`src/rtl/core/bcl_pkg.sv`:
```
package bcl_pkg;

  // Character codes the scanner looks for
  localparam logic [7:0] CH_SLASH  = 8'h2F;
  localparam logic [7:0] CH_STAR   = 8'h2A;
  localparam logic [7:0] CH_NL     = 8'h0A;
  localparam logic [7:0] CH_BSLASH = 8'h5C;
  localparam logic [7:0] CH_DQUOTE = 8'h22;
  localparam logic [7:0] CH_SQUOTE = 8'h27;
  localparam logic [7:0] CH_SPACE  = 8'h20;

  // Queue between scanner and emitter
  localparam int QDEPTH = 4;
  localparam int QPTR_W = $clog2(QDEPTH);
  localparam int QCNT_W = $clog2(QDEPTH + 1);

  // One classified input byte: one or two output bytes
  typedef struct packed {
    logic [7:0] byte0;
    logic [7:0] byte1;
    logic       two;
    logic       last;
  } entry_t;

endpackage

```
`src/rtl/core/bcl_front.sv`:
```
module bcl_front (
  input  logic            clk,
  input  logic            rst,
  input  logic            accept,
  input  logic [7:0]      in_byte,
  input  logic            in_last,
  output logic            wr_en,
  output bcl_pkg::entry_t wr_entry
);
  import bcl_pkg::*;

  typedef enum logic [2:0] {
    MODE_CODE  = 3'd0,
    MODE_LINE  = 3'd1,
    MODE_BLOCK = 3'd2,
    MODE_STR   = 3'd3,
    MODE_CHR   = 3'd4
  } mode_t;

  mode_t      mode, mode_next;
  logic       slash_held, slash_held_next;
  logic       star_seen, star_seen_next;
  logic       escape_next, escape_next_next;
  logic [1:0] n;
  logic [7:0] b0, b1;
  logic       cb_n;
  logic [7:0] cb_byte;
  logic [7:0] quote;

  // Result of a byte taken in code mode, with no slash pending
  always_comb begin
    cb_n    = 1'b1;
    cb_byte = in_byte;
    if (in_byte == CH_DQUOTE || in_byte == CH_SQUOTE) begin
      cb_byte = CH_SPACE;
    end else if (in_byte == CH_SLASH && !in_last) begin
      cb_n = 1'b0;
    end
  end

  always_comb begin
    mode_next        = mode;
    slash_held_next  = slash_held;
    star_seen_next   = star_seen;
    escape_next_next = escape_next;
    n     = 2'd1;
    b0    = CH_SPACE;
    b1    = CH_SPACE;
    quote = (mode == MODE_STR) ? CH_DQUOTE : CH_SQUOTE;
    case (mode)
      MODE_LINE: begin
        if (in_byte == CH_NL) begin
          b0        = CH_NL;
          mode_next = MODE_CODE;
        end
      end
      MODE_BLOCK: begin
        if (star_seen && in_byte == CH_SLASH) begin
          mode_next      = MODE_CODE;
          star_seen_next = 1'b0;
        end else begin
          star_seen_next = (in_byte == CH_STAR);
          if (in_byte == CH_NL) b0 = CH_NL;
        end
      end
      MODE_STR, MODE_CHR: begin
        if (escape_next) begin
          escape_next_next = 1'b0;
        end else if (in_byte == CH_BSLASH) begin
          b0               = CH_BSLASH;
          escape_next_next = 1'b1;
        end else if (in_byte == quote) begin
          mode_next = MODE_CODE;
        end else if (in_byte == CH_NL) begin
          b0 = CH_NL;
        end
      end
      default: begin
        mode_next = MODE_CODE;
        if (slash_held && in_byte == CH_SLASH) begin
          slash_held_next = 1'b0;
          n               = 2'd2;
          mode_next       = MODE_LINE;
        end else if (slash_held && in_byte == CH_STAR) begin
          slash_held_next = 1'b0;
          n               = 2'd2;
          mode_next       = MODE_BLOCK;
          star_seen_next  = 1'b0;
        end else begin
          // release the held slash, then the byte itself
          if (slash_held) begin
            b0 = CH_SLASH;
            b1 = cb_byte;
            n  = {1'b0, 1'b1} + {1'b0, cb_n};
          end else begin
            b0 = cb_byte;
            n  = {1'b0, cb_n};
          end
          slash_held_next = (in_byte == CH_SLASH) && !in_last;
          if (in_byte == CH_DQUOTE) begin
            mode_next        = MODE_STR;
            escape_next_next = 1'b0;
          end else if (in_byte == CH_SQUOTE) begin
            mode_next        = MODE_CHR;
            escape_next_next = 1'b0;
          end
        end
      end
    endcase
    if (in_last) begin
      mode_next        = MODE_CODE;
      slash_held_next  = 1'b0;
      star_seen_next   = 1'b0;
      escape_next_next = 1'b0;
    end
  end

  assign wr_en          = accept && (n != 2'd0);
  assign wr_entry.byte0 = b0;
  assign wr_entry.byte1 = b1;
  assign wr_entry.two   = (n == 2'd2);
  assign wr_entry.last  = in_last;

  always_ff @(posedge clk) begin
    if (rst) begin
      mode        <= MODE_CODE;
      slash_held  <= 1'b0;
      star_seen   <= 1'b0;
      escape_next <= 1'b0;
    end else if (accept) begin
      mode        <= mode_next;
      slash_held  <= slash_held_next;
      star_seen   <= star_seen_next;
      escape_next <= escape_next_next;
    end
  end

  a_slash_in_code: assert property (@(posedge clk) disable iff (rst)
    slash_held |-> (mode == MODE_CODE))
    else $error("slash held outside code");

  a_star_in_block: assert property (@(posedge clk) disable iff (rst)
    star_seen |-> (mode == MODE_BLOCK))
    else $error("star flag outside block comment");

  a_escape_in_lit: assert property (@(posedge clk) disable iff (rst)
    escape_next |-> (mode == MODE_STR || mode == MODE_CHR))
    else $error("escape flag outside literal");

endmodule

```
`src/rtl/core/bcl_queue.sv`:
```
module bcl_queue (
  input  logic            clk,
  input  logic            rst,
  input  logic            wr_en,
  input  bcl_pkg::entry_t wr_entry,
  output logic            q_full,
  input  logic            rd_en,
  output bcl_pkg::entry_t rd_entry,
  output logic            q_empty
);
  import bcl_pkg::*;

  entry_t              slots [QDEPTH];
  logic [QPTR_W-1:0]   wr_ptr, rd_ptr;
  logic [QCNT_W-1:0]   count;
  logic                do_wr, do_rd;

  assign q_full   = (count == QCNT_W'(QDEPTH));
  assign q_empty  = (count == '0);
  assign do_wr    = wr_en && !q_full;
  assign do_rd    = rd_en && !q_empty;
  assign rd_entry = slots[rd_ptr];

  always_ff @(posedge clk) begin
    if (do_wr) slots[wr_ptr] <= wr_entry;
  end

  always_ff @(posedge clk) begin
    if (rst) begin
      wr_ptr <= '0;
      rd_ptr <= '0;
      count  <= '0;
    end else begin
      if (do_wr) wr_ptr <= wr_ptr + 1'b1;
      if (do_rd) rd_ptr <= rd_ptr + 1'b1;
      if (do_wr && !do_rd) count <= count + 1'b1;
      else if (do_rd && !do_wr) count <= count - 1'b1;
    end
  end

  a_count_bound: assert property (@(posedge clk) disable iff (rst)
    count <= QCNT_W'(QDEPTH))
    else $error("queue count overflow");

  a_ptr_match: assert property (@(posedge clk) disable iff (rst)
    (wr_ptr - rd_ptr) == count[QPTR_W-1:0])
    else $error("queue pointers disagree with count");

endmodule

```
`src/rtl/core/bcl_back.sv`:
```
module bcl_back (
  input  logic            clk,
  input  logic            rst,
  input  bcl_pkg::entry_t rd_entry,
  input  logic            q_empty,
  output logic            rd_en,
  input  logic            pop,
  output logic            empty,
  output logic [7:0]      out_byte,
  output logic            out_last
);
  import bcl_pkg::*;

  logic out_valid;
  logic second;
  logic load;

  assign empty = !out_valid;
  assign load  = (!out_valid || pop) && !q_empty;
  // free the entry once its final byte moves into the output register
  assign rd_en = load && (second || !rd_entry.two);

  always_ff @(posedge clk) begin
    if (rst) begin
      out_valid <= 1'b0;
      second    <= 1'b0;
    end else begin
      if (load) begin
        out_valid <= 1'b1;
        second    <= !second && rd_entry.two;
      end else if (pop) begin
        out_valid <= 1'b0;
      end
    end
  end

  always_ff @(posedge clk) begin
    if (load) begin
      out_byte <= second ? rd_entry.byte1 : rd_entry.byte0;
      out_last <= rd_entry.last && (second || !rd_entry.two);
    end
  end

  a_second_has_entry: assert property (@(posedge clk) disable iff (rst)
    second |-> !q_empty)
    else $error("second half pending with queue empty");

  a_fill_output: assert property (@(posedge clk) disable iff (rst)
    (!out_valid && !q_empty) |=> out_valid)
    else $error("output register not filled from waiting entry");

endmodule

```
`src/rtl/core/blank_comments_and_literals.sv`:
```
// An accepted transaction is written into the queue, then moved into the output register,
//   from which it can be popped.
// Throughput: one input byte per cycle while the queue has room; a byte releasing two results
//   (held slash) becomes two output transactions, absorbed by the 4-entry queue between
//   scanner and emitter. A byte that releases nothing (held slash) writes no queue entry.
// Reset (rst, synchronous, active high) returns the scanner to code mode and empties the
//   queue and output register; no clearing pass is needed.
module blank_comments_and_literals (
  input  logic       clk,
  input  logic       rst,
  input  logic       push,
  output logic       full,
  input  logic [7:0] in_byte,
  input  logic       in_last,
  output logic       empty,
  input  logic       pop,
  output logic [7:0] out_byte,
  output logic       out_last
);
  import bcl_pkg::*;

  entry_t wr_entry, rd_entry;
  logic   wr_en, rd_en;
  logic   q_full, q_empty;
  logic   accept;

  // Hold input while the queue is full; the scanner advances only on an accepted transaction.
  assign full   = q_full;
  assign accept = push && !q_full;

  // Front: track comment and literal context and classify each byte.
  bcl_front u_front (
    .clk      (clk),
    .rst      (rst),
    .accept   (accept),
    .in_byte  (in_byte),
    .in_last  (in_last),
    .wr_en    (wr_en),
    .wr_entry (wr_entry)
  );

  // Queue: decouple the scanner from the emitter so each side can stall alone.
  bcl_queue u_queue (
    .clk      (clk),
    .rst      (rst),
    .wr_en    (wr_en),
    .wr_entry (wr_entry),
    .q_full   (q_full),
    .rd_en    (rd_en),
    .rd_entry (rd_entry),
    .q_empty  (q_empty)
  );

  // Back: split entries into single output transactions behind an output register.
  bcl_back u_back (
    .clk      (clk),
    .rst      (rst),
    .rd_entry (rd_entry),
    .q_empty  (q_empty),
    .rd_en    (rd_en),
    .pop      (pop),
    .empty    (empty),
    .out_byte (out_byte),
    .out_last (out_last)
  );

endmodule

```
`config.mk`:
```
export PLATFORM = sky130hd
export DESIGN_NAME = blank_comments_and_literals
export DESIGN_NICKNAME = d
export VERILOG_FILES = /design/src/rtl/core/bcl_pkg.sv /design/src/rtl/core/bcl_front.sv /design/src/rtl/core/bcl_queue.sv /design/src/rtl/core/bcl_back.sv /design/src/rtl/core/blank_comments_and_literals.sv
export SDC_FILE = /design/constraint.sdc
export NUM_CORES = 1
export LEC_CHECK = 0
export BUFFER_PORTS_ARGS = -buffer_cell sky130_fd_sc_hd__clkbuf_2
export CAP_MARGIN = 20
export CORE_ASPECT_RATIO = 1.25
export CORE_MARGIN = 10
export CORE_UTILIZATION = 30
export DETAILED_ROUTE_END_ITERATION = 12
export SYNTH_ARGS = -nofsm -noshare
export SYNTH_HDL_FRONTEND = slang
export SYNTH_SLANG_ARGS = --single-unit
```
`constraint.sdc`:
```
create_clock -name clk -period 3.6 [get_ports clk]
set_input_delay 0.18 -clock clk [delete_from_list [all_inputs] [get_ports clk]]
set_output_delay 0.18 -clock clk [all_outputs]
set_load 0.01 [all_outputs]
```
* Word level (Yosys, flattened, before mapping)
Memories as Yosys holds them, arrays and structs flattened. A register that Yosys moved wholly into a read port is not among the register bits. Cells that the tools add are included. Widths: inputs -> output; s select.
Storage, ports and cells: register bits after elaboration 24, memory bits (writable) 72, output and inout bits 11, logic and storage cells 138, memories 1
Memories:
- u_queue.slots | words 4, width 18, rd ports 1, clocked after Yosys merged registers in 1, write ports 1, line bcl_queue.sv:13 | entry_t slots [QDEPTH];
Cells by class: $add $sub $neg 5, equal/unequal tests 24, multiplexer cells 58, reduce and logical (&&, ||, !) cells 39
Operator list (number):
- $mux 8 | 13
- $mux 3 | 13
- $eq 8x6->1 const B | 4
- $pmux 8 s3 | 1
- $mux 1 | 21
- $ne 3x3->1 const B | 5
- $logic_and 1x1->1 | 14
- $mux 2 | 6
- $ne 3x2->1 const B | 3
- $pmux 3 s3 | 1
- $eq 8x4->1 const B | 1
- $eq 8x7->1 const B | 1
- $eq 8x8->1 | 1
- $logic_not 1->1 | 8
- $eq 3x2->1 const B | 2
- $eq 3x3->1 const B | 2
- $mux 6 | 1
- $ne 2x1->1 const B | 3
- $reduce_and 6->1 | 1
- $reduce_bool 2->1 | 3
- $reduce_and 5->1 | 1
- $add 2x1->2 const B | 2
- $pmux 1 s2 | 2
- $reduce_and 4->1 | 1
- 13 further kinds | 16

* Longest topological paths before layout
Gate-level depths: netlist of run 1.
depth in word-level cells 16, mapped depth 13, depth with buffers taken out 12

* Cells and area by module
From an unflattened synthesis of run 1, not the netlist that was laid out.
Unflattened totals: cells, all modules 287, area total of the unflattened synthesis 4396.7 um^2
By module, submodules not included:
- bcl_queue | times used 1, cells each 142, area each 3079.2 um^2, seq. area each 2342.2 um^2
- bcl_front | times used 1, cells each 113, area each 820.8 um^2, seq. area each 120.1 um^2
- bcl_back | times used 1, cells each 31, area each 483.0 um^2, seq. area each 310.3 um^2
- blank_comments_and_literals | times used 1, cells each 1, area each 13.8 um^2, seq. area each 0.0 um^2

* Worst setup path before layout of run 1
Ideal clock, no wire load.
path kind input to register, start input port in_byte[7], end register u_queue.count[2], library setup time 71 ps, data arrival time 2890 ps, required time 3529 ps, path slack 639 ps, stages 12, path through or4b_4 or2_1 nor2_1 inv_1 ha_1 o41a_2 ha_1 inv_1 fa_1 xor2_1 or3_1 a21oi_1
Between the ends: word-level cells in the longest chain between the ends 15, elaborated cells between the ends (all ways) 23, those cells by class add/sub: 1; eq/ne: 4; mux: 7; reduce/logical: 11
RTL lines:
- start: declaration | line blank_comments_and_literals.sv:13 | input logic [7:0] in_byte,
- $eq 8x6->1 | line bcl_front.sv:36, bcl_front.sv:80
- $logic_and 1x1->1 | line bcl_front.sv:36 | end else if (in_byte == CH_SLASH && !in_last) begin
- $mux 1 | line bcl_front.sv:36
- $mux 1 | line bcl_front.sv:34 | if (in_byte == CH_DQUOTE || in_byte == CH_SQUOTE) begin
- $add 1x1->2 | line bcl_front.sv:94 | n = {1'b0, 1'b1} + {1'b0, cb_n};
- $mux 2 | line bcl_front.sv:91 | if (slash_held) begin
- $mux 2 | line bcl_front.sv:84 | end else if (slash_held && in_byte == CH_STAR) begin
- $mux 2 (*) | line bcl_front.sv:80 | if (slash_held && in_byte == CH_SLASH) begin
- $mux 2 (*) | line bcl_front.sv:50 | case (mode)
- $reduce_bool 2->1 (*) | line bcl_front.sv:118 | assign wr_en = accept && (n != 2'd0);
- $logic_and 1x1->1 (*) | line bcl_front.sv:118
- $logic_and 1x1->1 (*) | line bcl_queue.sv:20 | assign do_wr = wr_en && !q_full;
- named net u_queue.do_wr | line bcl_queue.sv:16 | logic do_wr, do_rd;
- $logic_not 1->1 | line bcl_queue.sv:37 | else if (do_rd && !do_wr) count <= count - 1'b1;
- $logic_and 1x1->1 | line bcl_queue.sv:37
- $reduce_bool 2->1 (no source line)
- end signal: assignment | line bcl_queue.sv:36 | if (do_wr && !do_rd) count <= count + 1'b1;
- end signal: assignment | line bcl_queue.sv:37
- end: declaration | line bcl_queue.sv:15 | logic [QCNT_W-1:0] count;
The timed path passes the listed nets; every way through them passes the cells marked *. A chain may end at the register's enable or synchronous reset.

* Final worst setup path of run 1
Ends and elaborated chain as after synthesis.

==> results.sh, run 1 <==
export IMPL_status="finished clean"
export IMPL_hold_path_class="in -> reg"
export IMPL_die_area_um2=20200
export IMPL_drive_gt1_share_pct=22.3
export IMPL_end_kind="flop"
export IMPL_num_rows=49
export IMPL_wl_per_cell_um=17.1
export IMPL_io_pins=24
export IMPL_cp_num_buf_inv=3
export IMPL_vdd_ir_drop_max_v=0.000253
export IMPL_cts_hold_buffers=0
export IMPL_ys_ff_latch=98
export IMPL_fin_crit_sh_pct=80.9
export IMPL_grt_pass1_wl_um=14500
export IMPL_wl_met1_um=3850
export IMPL_gp_congestion=0.893
export IMPL_overflow=0
export IMPL_htree_levels=3
export IMPL_cp_start_kind="input port"
export IMPL_yosysSeqAreaShare_pct=62.1
export IMPL_dp_cells=508
export IMPL_globalRouteTotalUtil_pct=9.29
export IMPL_p_comb_share_pct=23.5
export IMPL_cts_sinks=98
export IMPL_crit_fanout=7
export IMPL_register_area_um2=2770
export IMPL_synth_cell_types=60
export IMPL_synth_area_leaders="edfxtp_1, mux4_2, dfxtp_1"
export IMPL_clock_root_buffer="clkbuf_16"
export IMPL_worstMarginPinSlew_ns=0.977
export IMPL_criticalPathCategory="in -> reg"
export IMPL_ctsLongestPathBuffers=2
export IMPL_drt_wl_total_um=8970
export IMPL_p_int_mw=2.32
export IMPL_drtPass1Iterations=4
export IMPL_fin_cells=524
export IMPL_synth_edff_count=81
export IMPL_finalMaxSlewViolations=0
export IMPL_rsz0062_at_grt="false"
export IMPL_syn_num_nets=336
export IMPL_multiInputGateArea_um2=1580
export IMPL_nNetsFinal=361
export IMPL_power_switching_mw=0.890
export IMPL_yosysTopAreaCell="edfxtp_1"
export IMPL_seq_power_share_pct=47.2
export IMPL_dr_wl_met3_um=255
export IMPL_max_stage_delay_ns=0.56
export IMPL_wl_met2_um=4610
export IMPL_clk_latency_ns=0.34
export IMPL_relSlewSlack_pct=34.9
export IMPL_synth_cells=316
export IMPL_first_global_vias=2664
export IMPL_drc=0
export IMPL_ant_nets=0
export IMPL_cts_resized=0
export IMPL_antenna_found_initial=0
export IMPL_cts_setup_buffers=0
export IMPL_yosys_warnings=0
export IMPL_fin_skew_ns=0.00543
export IMPL_cp_top_family="simple AND/OR/NAND/NOR gates"
export IMPL_die_w_um=129
export IMPL_finalSetupTns_ns=0
export IMPL_synth_area_um2=4460
export IMPL_top_layer="met4"
export IMPL_switching_share_pct=27.7
export IMPL_num_vias=2601
export IMPL_numCtsBuffers=9
export IMPL_nFillCells=1442
export IMPL_syn_to_final_growth_pct=13.5
export IMPL_clk_pin_slew_ns=0.06
export IMPL_synth_top_area_share_pct=54.5
export IMPL_drt_iter0_markers=166
export IMPL_die_h_um=156
export IMPL_cp_cell_sequence="clkbuf_2 -> or4b_4 -> or2_1 -> nor2_1 -> inv_1 -> ha_1 -> o41a_2 -> ha_1 -> inv_1 -> fa_1 -> xor2_1 -> or3_1 -> a21oi_1"
export IMPL_async_reset_ff_share_pct=0
export IMPL_critical_path_required_ns=3.87
export IMPL_grt_max_degree=19
export IMPL_power_leakage_nw=1.73
export IMPL_core_um2=14500
export IMPL_hold_violations=0
export IMPL_fmax_mhz=343
export IMPL_diodes=0
export IMPL_maxCapViolCount=0
export IMPL_ys_flop_type="edfxtp_1"
export IMPL_hpwlAfterDp_um=6440
export IMPL_start_util_pct=30.8
export IMPL_p_clk_share_pct=29.3
export IMPL_cpMaxStageDelayCell="or4b_4"
export IMPL_power_density_nw_per_um2=635
export IMPL_synth_area_per_cell_um2=14.1
export IMPL_setup_viol=0
export IMPL_cp_arrival_ns=3.18
export IMPL_viasPerCell=4.96
export IMPL_numPortBuffers=23
export IMPL_period_minus_slack_ns=2.91
export IMPL_cts_tree="done"
==> area by class of cell <==
cell class | count | share of cell area [%]
Timing Repair Buffer | 28 | 3.01
Sequential cell | 98 | 54.8
Multi-Input combinational cell | 193 | 31.2
Clock inverter | 6 | 1.28
Clock buffer | 10 | 4.52
Tap cell | 178 | 4.40
Inverter | 11 | 0.815
==> power by group through the flow <==
stage | logic, mW | clock network (mW) | registers (mW)
global placement | 0.770 | 0 | 1.54
floorplan | 0.545 | 0 | 1.54
CTS | 0.788 | 0.970 | 1.52
finish | 0.755 | 0.943 | 1.52
global route | 0.856 | 1.01 | 1.54
detailed placement | 0.785 | 0 | 1.55
==> cell usage after synthesis (6+ instances only) <==
cell / count
nand2_1: 37
a21oi_1: 10
mux2i_1: 8
buf_2: 6
nand2b_1: 8
nor2_1: 18
mux4_2: 18
ha_1: 6
clkbuf_1: 7
and2_1: 9
edfxtp_1: 81
dfxtp_1: 17
xor2_1: 6
inv_1: 10
==> placed cells by master, fill, tap and decap left out, types with 3 or more instances in the layout <==
cell        n
buf_4       5
inv_1      10
mux2i_1     8
nand3_1     5
dfxtp_1    17
mux4_2     18
clkbuf_2   23
and3_1      5
clkbuf_16   9
a21oi_1    10
nor2b_1     4
nand2_1    37
ha_1        6
or3b_1      3
and2_1      9
nand2b_1    8
a211oi_1    3
xor2_1      6
xnor2_1     3
nor2_1     18
o21ai_0     3
nor3_1      3
edfxtp_1   81
==> worst min-delay path, stage by stage <==
cell and delay, ns:
clkbuf_2 0.08, inv_1 0.04, nand2_1 0.05, a21oi_1 0.05
==> metal layers <==
layer,GRT usage (%),vias to the layer above
met2,15.7,55
met1,11.0,1289
met4,4.94,0
met3,1.66,18
met5,0,-
li1,-,1239
==> kinds of logic after synthesis <==
family | count (synthesis) | share of synthesized area [%]
simple gates | 112 | 14.1
fa+ha+maj | 7 | 2.13
mux | 27 | 11.1
xor+xnor | 9 | 1.77
compound gates | 38 | 6.31
buf+inv | 25 | 2.44
flops | 98 | 62.1
==> metrics by stage <==
stage | hold slack (ns) | setup WS (ns) | total power, mW | util [%] | area (µm²)
2_1_floorplan | 0.279 | 0.639 | 2.09 | - | 4460
4_1_cts | 0.105 | 0.688 | 3.28 | 35.0 | 5060
3_3_place_gp | 0.460 | 0.409 | 2.31 | 33.0 | 4770
5_1_grt | 0.138 | 0.566 | 3.40 | 35.0 | 5060
6_report | 0.112 | 0.687 | 3.21 | 35.0 | 5060
3_5_place_dp | 0.465 | 0.330 | 2.33 | 33.0 | 4770
==> sequential cells by signal, indices dropped and copies added (netlist names), named ones only <==
register / flops
u_queue.rd_ptr: 2
u_back.out_byte: 8
u_queue.count: 3
u_back.out_valid: 1
u_front.mode: 3
u_queue.wr_ptr: 2
u_front.slash_held: 1
u_front.star_seen: 1
u_back.out_last: 1
u_queue.slots: 72
u_back.second: 1
u_front.escape_next: 1
==> worst paths after layout <==
kind	start	to	cells after the start	slack (ns)
max	in_byte[7]	u_queue.count[2]$_SDFFE_PP0P_	13	0.69
min	pop	u_back.out_valid$_SDFFE_PP0P_	4	0.11
max reg2reg	u_front.mode[0]$_SDFFE_PP0P_	u_queue.count[2]$_SDFFE_PP0P_	9	0.78
min reg2reg	u_back.out_valid$_SDFFE_PP0P_	u_back.out_valid$_SDFFE_PP0P_	2	0.47
Power figures use the tool's default switching activity.
==> run 2, diff against run 1 <==
ABC_AREA = 1   (was default)
clock period = 2.74 ns   (was 3.6 ns; I/O delays follow)
==> run 2 against run 1 <==
Wire length up 11%; sequential power up 43%; cell count up 28%; combinational power up 110%; non-clock buffer count up 8; core utilization up 0.51 points; worst setup slack worse by 0.37 ns; sequential share of layout area down 0.79 points; design area up 1.5%; area after synthesis about the same; critical path type is now reg -> reg; critical endpoint unchanged; largest power group unchanged; highest routed layer unchanged.
==> results.sh, run 2 <==
export IMPL_status="finished clean"
export IMPL_drt_wl_total_um=9980
export IMPL_synth_area_per_cell_um2=9.84
export IMPL_ys_top_cells_by_count="nor2_1, edfxtp_1, nand2_1"
export IMPL_grt_busiest_layer="met2"
export IMPL_synth_fa_ha_area_share_pct=2.13
export IMPL_synth_top_family_by_area="simple AND/OR/NAND/NOR gates"
export IMPL_hpwlAfterDp_um=7010
export IMPL_cts_tree="done"
export IMPL_numPortBuffers=23
export IMPL_yosys_area_share_simple_pct=19.3
export IMPL_fin_crit_sh_pct=88.4
export IMPL_syn_num_nets=474
export IMPL_clk_pin_slew_ns=0.06
export IMPL_seq_power_share_pct=43.6
export IMPL_finalSetupTns_ns=0
export IMPL_max_stage_delay_ns=0.44
export IMPL_synth_area_mux_share_pct=0
export IMPL_clock_root_buffer="clkbuf_16"
export IMPL_gp_congestion=0.892
export IMPL_rsz0062_at_grt="false"
export IMPL_grt_max_degree=32
export IMPL_htree_levels=3
export IMPL_hold_violations=0
export IMPL_met2_usage_pct=18.4
export IMPL_cp_arrival_ns=2.64
export IMPL_diodes=0
export IMPL_maxCapViolCount=0
export IMPL_wl_per_cell_um=14.9
export IMPL_use_met3_pct=2.23
export IMPL_nFillCells=1474
export IMPL_synth_edff_count=81
export IMPL_synth_area_um2=4470
export IMPL_ctsLongestPathBuffers=2
export IMPL_die_h_um=156
export IMPL_p_int_mw=3.26
export IMPL_grt_pass1_wl_um=16300
export IMPL_power_switching_mw=1.71
export IMPL_regMostFlops="u_queue.slots"
export IMPL_num_rows=49
export IMPL_reg_top3="u_queue.slots: 72 flops, u_back.out_byte: 8 flops"
export IMPL_io_pins=24
export IMPL_cts_resized=0
export IMPL_overflow=0
export IMPL_critical_path_required_ns=2.96
export IMPL_cts_hold_buffers=0
export IMPL_switching_share_pct=34.5
export IMPL_yosys_warnings=0
export IMPL_fin_skew_ns=0.00685
export IMPL_antenna_found_initial=0
export IMPL_grt_util_met1_pct=11.5
export IMPL_ys_flop_type="edfxtp_1"
export IMPL_end_kind="flop"
export IMPL_synth_cell_types=30
export IMPL_setup_viol=0
export IMPL_synth_area_leaders="edfxtp_1, nor2_1, dfxtp_1"
export IMPL_p_comb_share_pct=32.5
export IMPL_ys_ff_latch=98
export IMPL_num_vias=3213
export IMPL_start_util_pct=30.9
export IMPL_cts_sinks=98
export IMPL_hold_path_class="in -> reg"
export IMPL_drive_gt1_share_pct=16.7
export IMPL_nNetsFinal=508
export IMPL_synth_compound_area_share_pct=10.9
export IMPL_crit_fanout=6
export IMPL_clk_latency_ns=0.33
export IMPL_synthXorXnorAreaFrac_pct=0
export IMPL_period_minus_slack_ns=2.42
export IMPL_mostFrequentLayoutCell="nor2_1"
export IMPL_synth_top_area_share_pct=54.5
export IMPL_cp_cell_sequence="inv_1 -> nand3_1 -> nand2_2 -> inv_2 -> nand2_2 -> inv_4 -> nand3_4 -> nand2_2 -> inv_1 -> ha_1 -> inv_1 -> fa_1 -> a21oi_1 -> o21ai_0 -> o21ai_1 -> a21oi_1"
export IMPL_drtPass1Iterations=4
export IMPL_fmax_mhz=413
export IMPL_syn_to_final_growth_pct=15.0
export IMPL_p_clk_share_pct=23.9
export IMPL_drc=0
export IMPL_cpMaxStageDelayCell="fa_1"
export IMPL_async_reset_ff_share_pct=0
export IMPL_worstMarginPinSlew_ns=0.504
export IMPL_viasPerCell=4.80
export IMPL_cp_start_kind="flop"
export IMPL_die_w_um=129
export IMPL_relSlewSlack_pct=66.3
export IMPL_layout_common_cells="nor2_1, edfxtp_1, nand2_1, o21ai_0, inv_1"
export IMPL_die_area_um2=20200
export IMPL_numCtsBuffers=9
export IMPL_yosysSeqAreaShare_pct=62.1
export IMPL_criticalPathCategory="reg -> reg"
export IMPL_cts_setup_buffers=0
export IMPL_first_global_vias=3302
export IMPL_globalRouteTotalUtil_pct=10.2
export IMPL_vdd_ir_drop_max_v=0.000417
export IMPL_finalMaxSlewViolations=0
export IMPL_core_um2=14500
export IMPL_power_density_nw_per_um2=968
export IMPL_synth_most_common_cell="nor2_1"
export IMPL_ant_nets=0
export IMPL_dp_slack_ns=0.142
export IMPL_yosysTopAreaCell="edfxtp_1"
export IMPL_power_leakage_nw=2.04
export IMPL_setup_slack_ns=0.318
export IMPL_synth_cells=454
export IMPL_largest_reg_flops=72
export IMPL_drt_iter0_markers=170
## run 2: metal layers
layer,share of wire (%),wire [µm]
met4,1.5,148
met1,43,4250
met3,3.0,303
met2,53,5280
met5,0,0
## run 2: worst max-delay path: cells and delay by family (launching register included)
family,cells,cell delay [ns]
buf+inv,5,0.39
compound gates,4,0.44
fa+ha+maj,2,0.57
simple gates,5,0.55
flops,1,0.35
## run 2: stage by stage
stage                     util [%]  hold WS (ns)  cell area, µm²  power, mW  std cells
after floorplan                  -         0.236            4470       3.29        454
after global placement        33.5         0.443            4840       3.80        655
after detailed placement      33.5         0.452            4840       3.84        655
after CTS                     35.4         0.146            5120       5.04        670
after global routing          35.5         0.165            5140       5.34        670
final                         35.5         0.149            5140       4.97        670
## run 2: cell families (layout without fill, tap and decap cells)
logic type,count (synthesis),in the layout
adder cells (fa/ha/maj),7,7
buffers and inverters,63,101
AO/OA/AOI/OAI,90,90
AND/OR/NAND/NOR,196,196
flip-flops,98,98
## run 2: worst paths after layout
path | startpoint | to | slack (ns) | cells after the start
min | in_last | u_queue.slots[1][0]$_DFFE_PP_ | 0.15 | 1
max reg2reg | u_front.mode[1]$_SDFFE_PP0P_ | u_queue.count[2]$_SDFFE_PP0P_ | 0.32 | 16
min reg2reg | u_queue.rd_ptr[1]$_SDFFE_PP0P_ | u_queue.rd_ptr[1]$_SDFFE_PP0P_ | 0.46 | 2
max | u_front.mode[1]$_SDFFE_PP0P_ | u_queue.count[2]$_SDFFE_PP0P_ | 0.32 | 16
## run 2: power groups by stage
stage / clock network, mW / logic [mW] / registers (mW)
after detailed placement: 0 / 1.64 / 2.20
after CTS: 1.22 / 1.65 / 2.17
final: 1.19 / 1.62 / 2.17
after floorplan: 0 / 1.09 / 2.20
after global placement: 0 / 1.61 / 2.19
after global routing: 1.28 / 1.86 / 2.20
## run 2: layout make-up
type                            instances  area [µm²]  share of cell area, %
Tap cell                              178         223                   4.34
Multi-Input combinational cell        293        1460                   28.3
Clock inverter                          5        55.1                   1.07
Clock buffer                           10         229                   4.46
Timing Repair Buffer                   36         213                   4.14
Inverter                               50         190                   3.70
Sequential cell                        98        2770                   54.0
==> run 3, diff against run 2 <==
CORE_MARGIN = default   (was 10)
==> run 3 against run 2 <==
Cell count rose by 0.15%; clock power rose by 12%; clock skew fell by 0.0019 ns; sequential power barely moved; non-clock buffer count did not move; count of clock-buffer cells in the layout did not move; global-route usage rose by 3.2 points; critical path depth did not move; worst setup slack got worse by 0.051 ns; register-to-register slack got worse by 0.05 ns; critical path type unchanged.
==> results.sh, run 3 (synthesis gave the netlist of run 2 again) <==
export IMPL_drt_iter0_markers=125
export IMPL_clk_latency_ns=0.34
export IMPL_regMostFlops="u_queue.slots"
export IMPL_layout_common_cells="nor2_1, edfxtp_1, nand2_1, o21ai_0, inv_1"
export IMPL_hp_start="in_last"
export IMPL_mostFrequentLayoutCell="nor2_1"
export IMPL_met2_usage_pct=24.6
export IMPL_setup_viol=0
export IMPL_clock_root_buffer="clkbuf_16"
export IMPL_htree_levels=3
export IMPL_whs_ns=0.136
export IMPL_num_vias=3186
export IMPL_ant_nets=0
export IMPL_fin_skew_ns=0.00494
export IMPL_cp_cell_sequence="inv_1 -> nand3_1 -> nand2_2 -> inv_2 -> nand2_2 -> inv_4 -> nand3_4 -> nand2_2 -> inv_1 -> ha_1 -> inv_1 -> fa_1 -> a21oi_1 -> o21ai_0 -> o21ai_0 -> a21oi_1"
export IMPL_drc=0
export IMPL_start_util_pct=30.9
export IMPL_dp_cells=655
export IMPL_p_total_mw=5.10
export IMPL_worstMarginPinSlew_ns=0.526
export IMPL_cp_num_buf_inv=5
export IMPL_viasPerCell=4.75
export IMPL_r2r_start="u_front.mode[2]$_SDFFE_PP0P_"
export IMPL_switching_share_pct=34.1
export IMPL_status="finished clean"
export IMPL_cts_setup_buffers=0
export IMPL_period_minus_slack_ns=2.47
export IMPL_seq_power_share_pct=42.6
export IMPL_wl_per_cell_um=14.5
export IMPL_num_rows=49
export IMPL_grt_busiest_layer="met2"
export IMPL_ctsLongestPathBuffers=2
export IMPL_cp_arrival_ns=2.70
export IMPL_numCtsBuffers=9
export IMPL_criticalPathCategory="reg -> reg"
export IMPL_fmax_mhz=404
export IMPL_fin_area_um2=5160
export IMPL_grt_util_met1_pct=15.3
export IMPL_use_met3_pct=2.98
export IMPL_globalRouteTotalUtil_pct=13.4
export IMPL_grt_pass1_wl_um=15900
export IMPL_drive_gt1_share_pct=16.4
export IMPL_setup_slack_ns=0.267
export IMPL_finalMaxSlewViolations=0
export IMPL_nFillCells=1447
export IMPL_drtPass1Iterations=4
export IMPL_grt_max_degree=31
export IMPL_cts_tree="done"
export IMPL_hpwlAfterDp_um=6800
export IMPL_numPortBuffers=23
export IMPL_p_int_mw=3.36
export IMPL_crit_path_start="u_front.mode[2]$_SDFFE_PP0P_"
export IMPL_diodes=0
export IMPL_fin_cells=671
export IMPL_power_leakage_nw=2.06
export IMPL_gp_congestion=0.883
export IMPL_drt_wl_total_um=9720
export IMPL_io_pins=24
export IMPL_max_stage_delay_ns=0.44
export IMPL_clk_pin_slew_ns=0.07
export IMPL_reg_top3="u_queue.slots: 72 flops, u_back.out_byte: 8 flops"
export IMPL_cts_sinks=98
export IMPL_dp_slack_ns=0.127
export IMPL_p_clk_share_pct=26.0
export IMPL_power_density_nw_per_um2=987
export IMPL_die_h_um=138
export IMPL_core_um2=14500
export IMPL_hold_violations=0
export IMPL_end_kind="flop"
export IMPL_vdd_ir_drop_max_v=0.000302
export IMPL_cpMaxStageDelayCell="fa_1"
export IMPL_relSlewSlack_pct=64.5
export IMPL_overflow=0
export IMPL_placed_area_um2=4840
export IMPL_power_switching_mw=1.74
export IMPL_die_area_um2=15400
export IMPL_largest_reg_flops=72
export IMPL_critical_path_required_ns=2.96
export IMPL_finalSetupTns_ns=0
export IMPL_cp_start_kind="flop"
export IMPL_syn_to_final_growth_pct=15.6
export IMPL_crit_fanout=6
export IMPL_final_util_pct=35.7
export IMPL_hold_path_class="in -> reg"
export IMPL_cp_top_family="simple AND/OR/NAND/NOR gates"
export IMPL_nNetsFinal=508
export IMPL_p_comb_share_pct=31.4
export IMPL_antenna_found_initial=0
export IMPL_die_w_um=111
export IMPL_maxCapViolCount=0
export IMPL_fin_crit_sh_pct=90.2
export IMPL_rsz0062_at_grt="false"
export IMPL_first_global_vias=3145
run 3: layer usage:
layer  vias to the layer above  part of all wire [%]
met3                         6                   3.3
met2                        55                    53
met4                         0                   1.2
met1                      1526                    43
li1                       1599                     -
met5                         -                     0
run 3: path summary, 6_finish.rpt:
kind	end	slack, ns	cells after the start
worst max-delay path	u_queue.count[2]$_SDFFE_PP0P_	0.27	16
worst min-delay path	u_queue.slots[3][0]$_DFFE_PP_	0.14	1
worst max register to register	u_queue.count[2]$_SDFFE_PP0P_	0.27	16
worst min register to register	u_queue.rd_ptr[1]$_SDFFE_PP0P_	0.46	2
run 3: power groups by stage:
stage,logic (mW),clock network [mW],registers (mW)
final,1.60,1.33,2.17
after floorplan,1.09,0,2.20
after global placement,1.59,0,2.20
after global routing,1.83,1.42,2.20
after detailed placement,1.63,0,2.21
after CTS,1.63,1.36,2.17
run 3: layout make-up:
class                           instances  area [µm²]  share of cell area (%)
Inverter                               50         190                    3.68
Sequential cell                        98        2770                    53.7
Multi-Input combinational cell        293        1450                    28.0
Tap cell                              178         223                    4.31
Timing Repair Buffer                   36         213                    4.12
Clock buffer                           10         229                    4.44
Clock inverter                          6        90.1                    1.75
run 3: repair_timing:
action	4_1_cts	5_1_grt
endpoints found under the setup margin	0	1
hold buffers	0	0
resized for setup	0	1
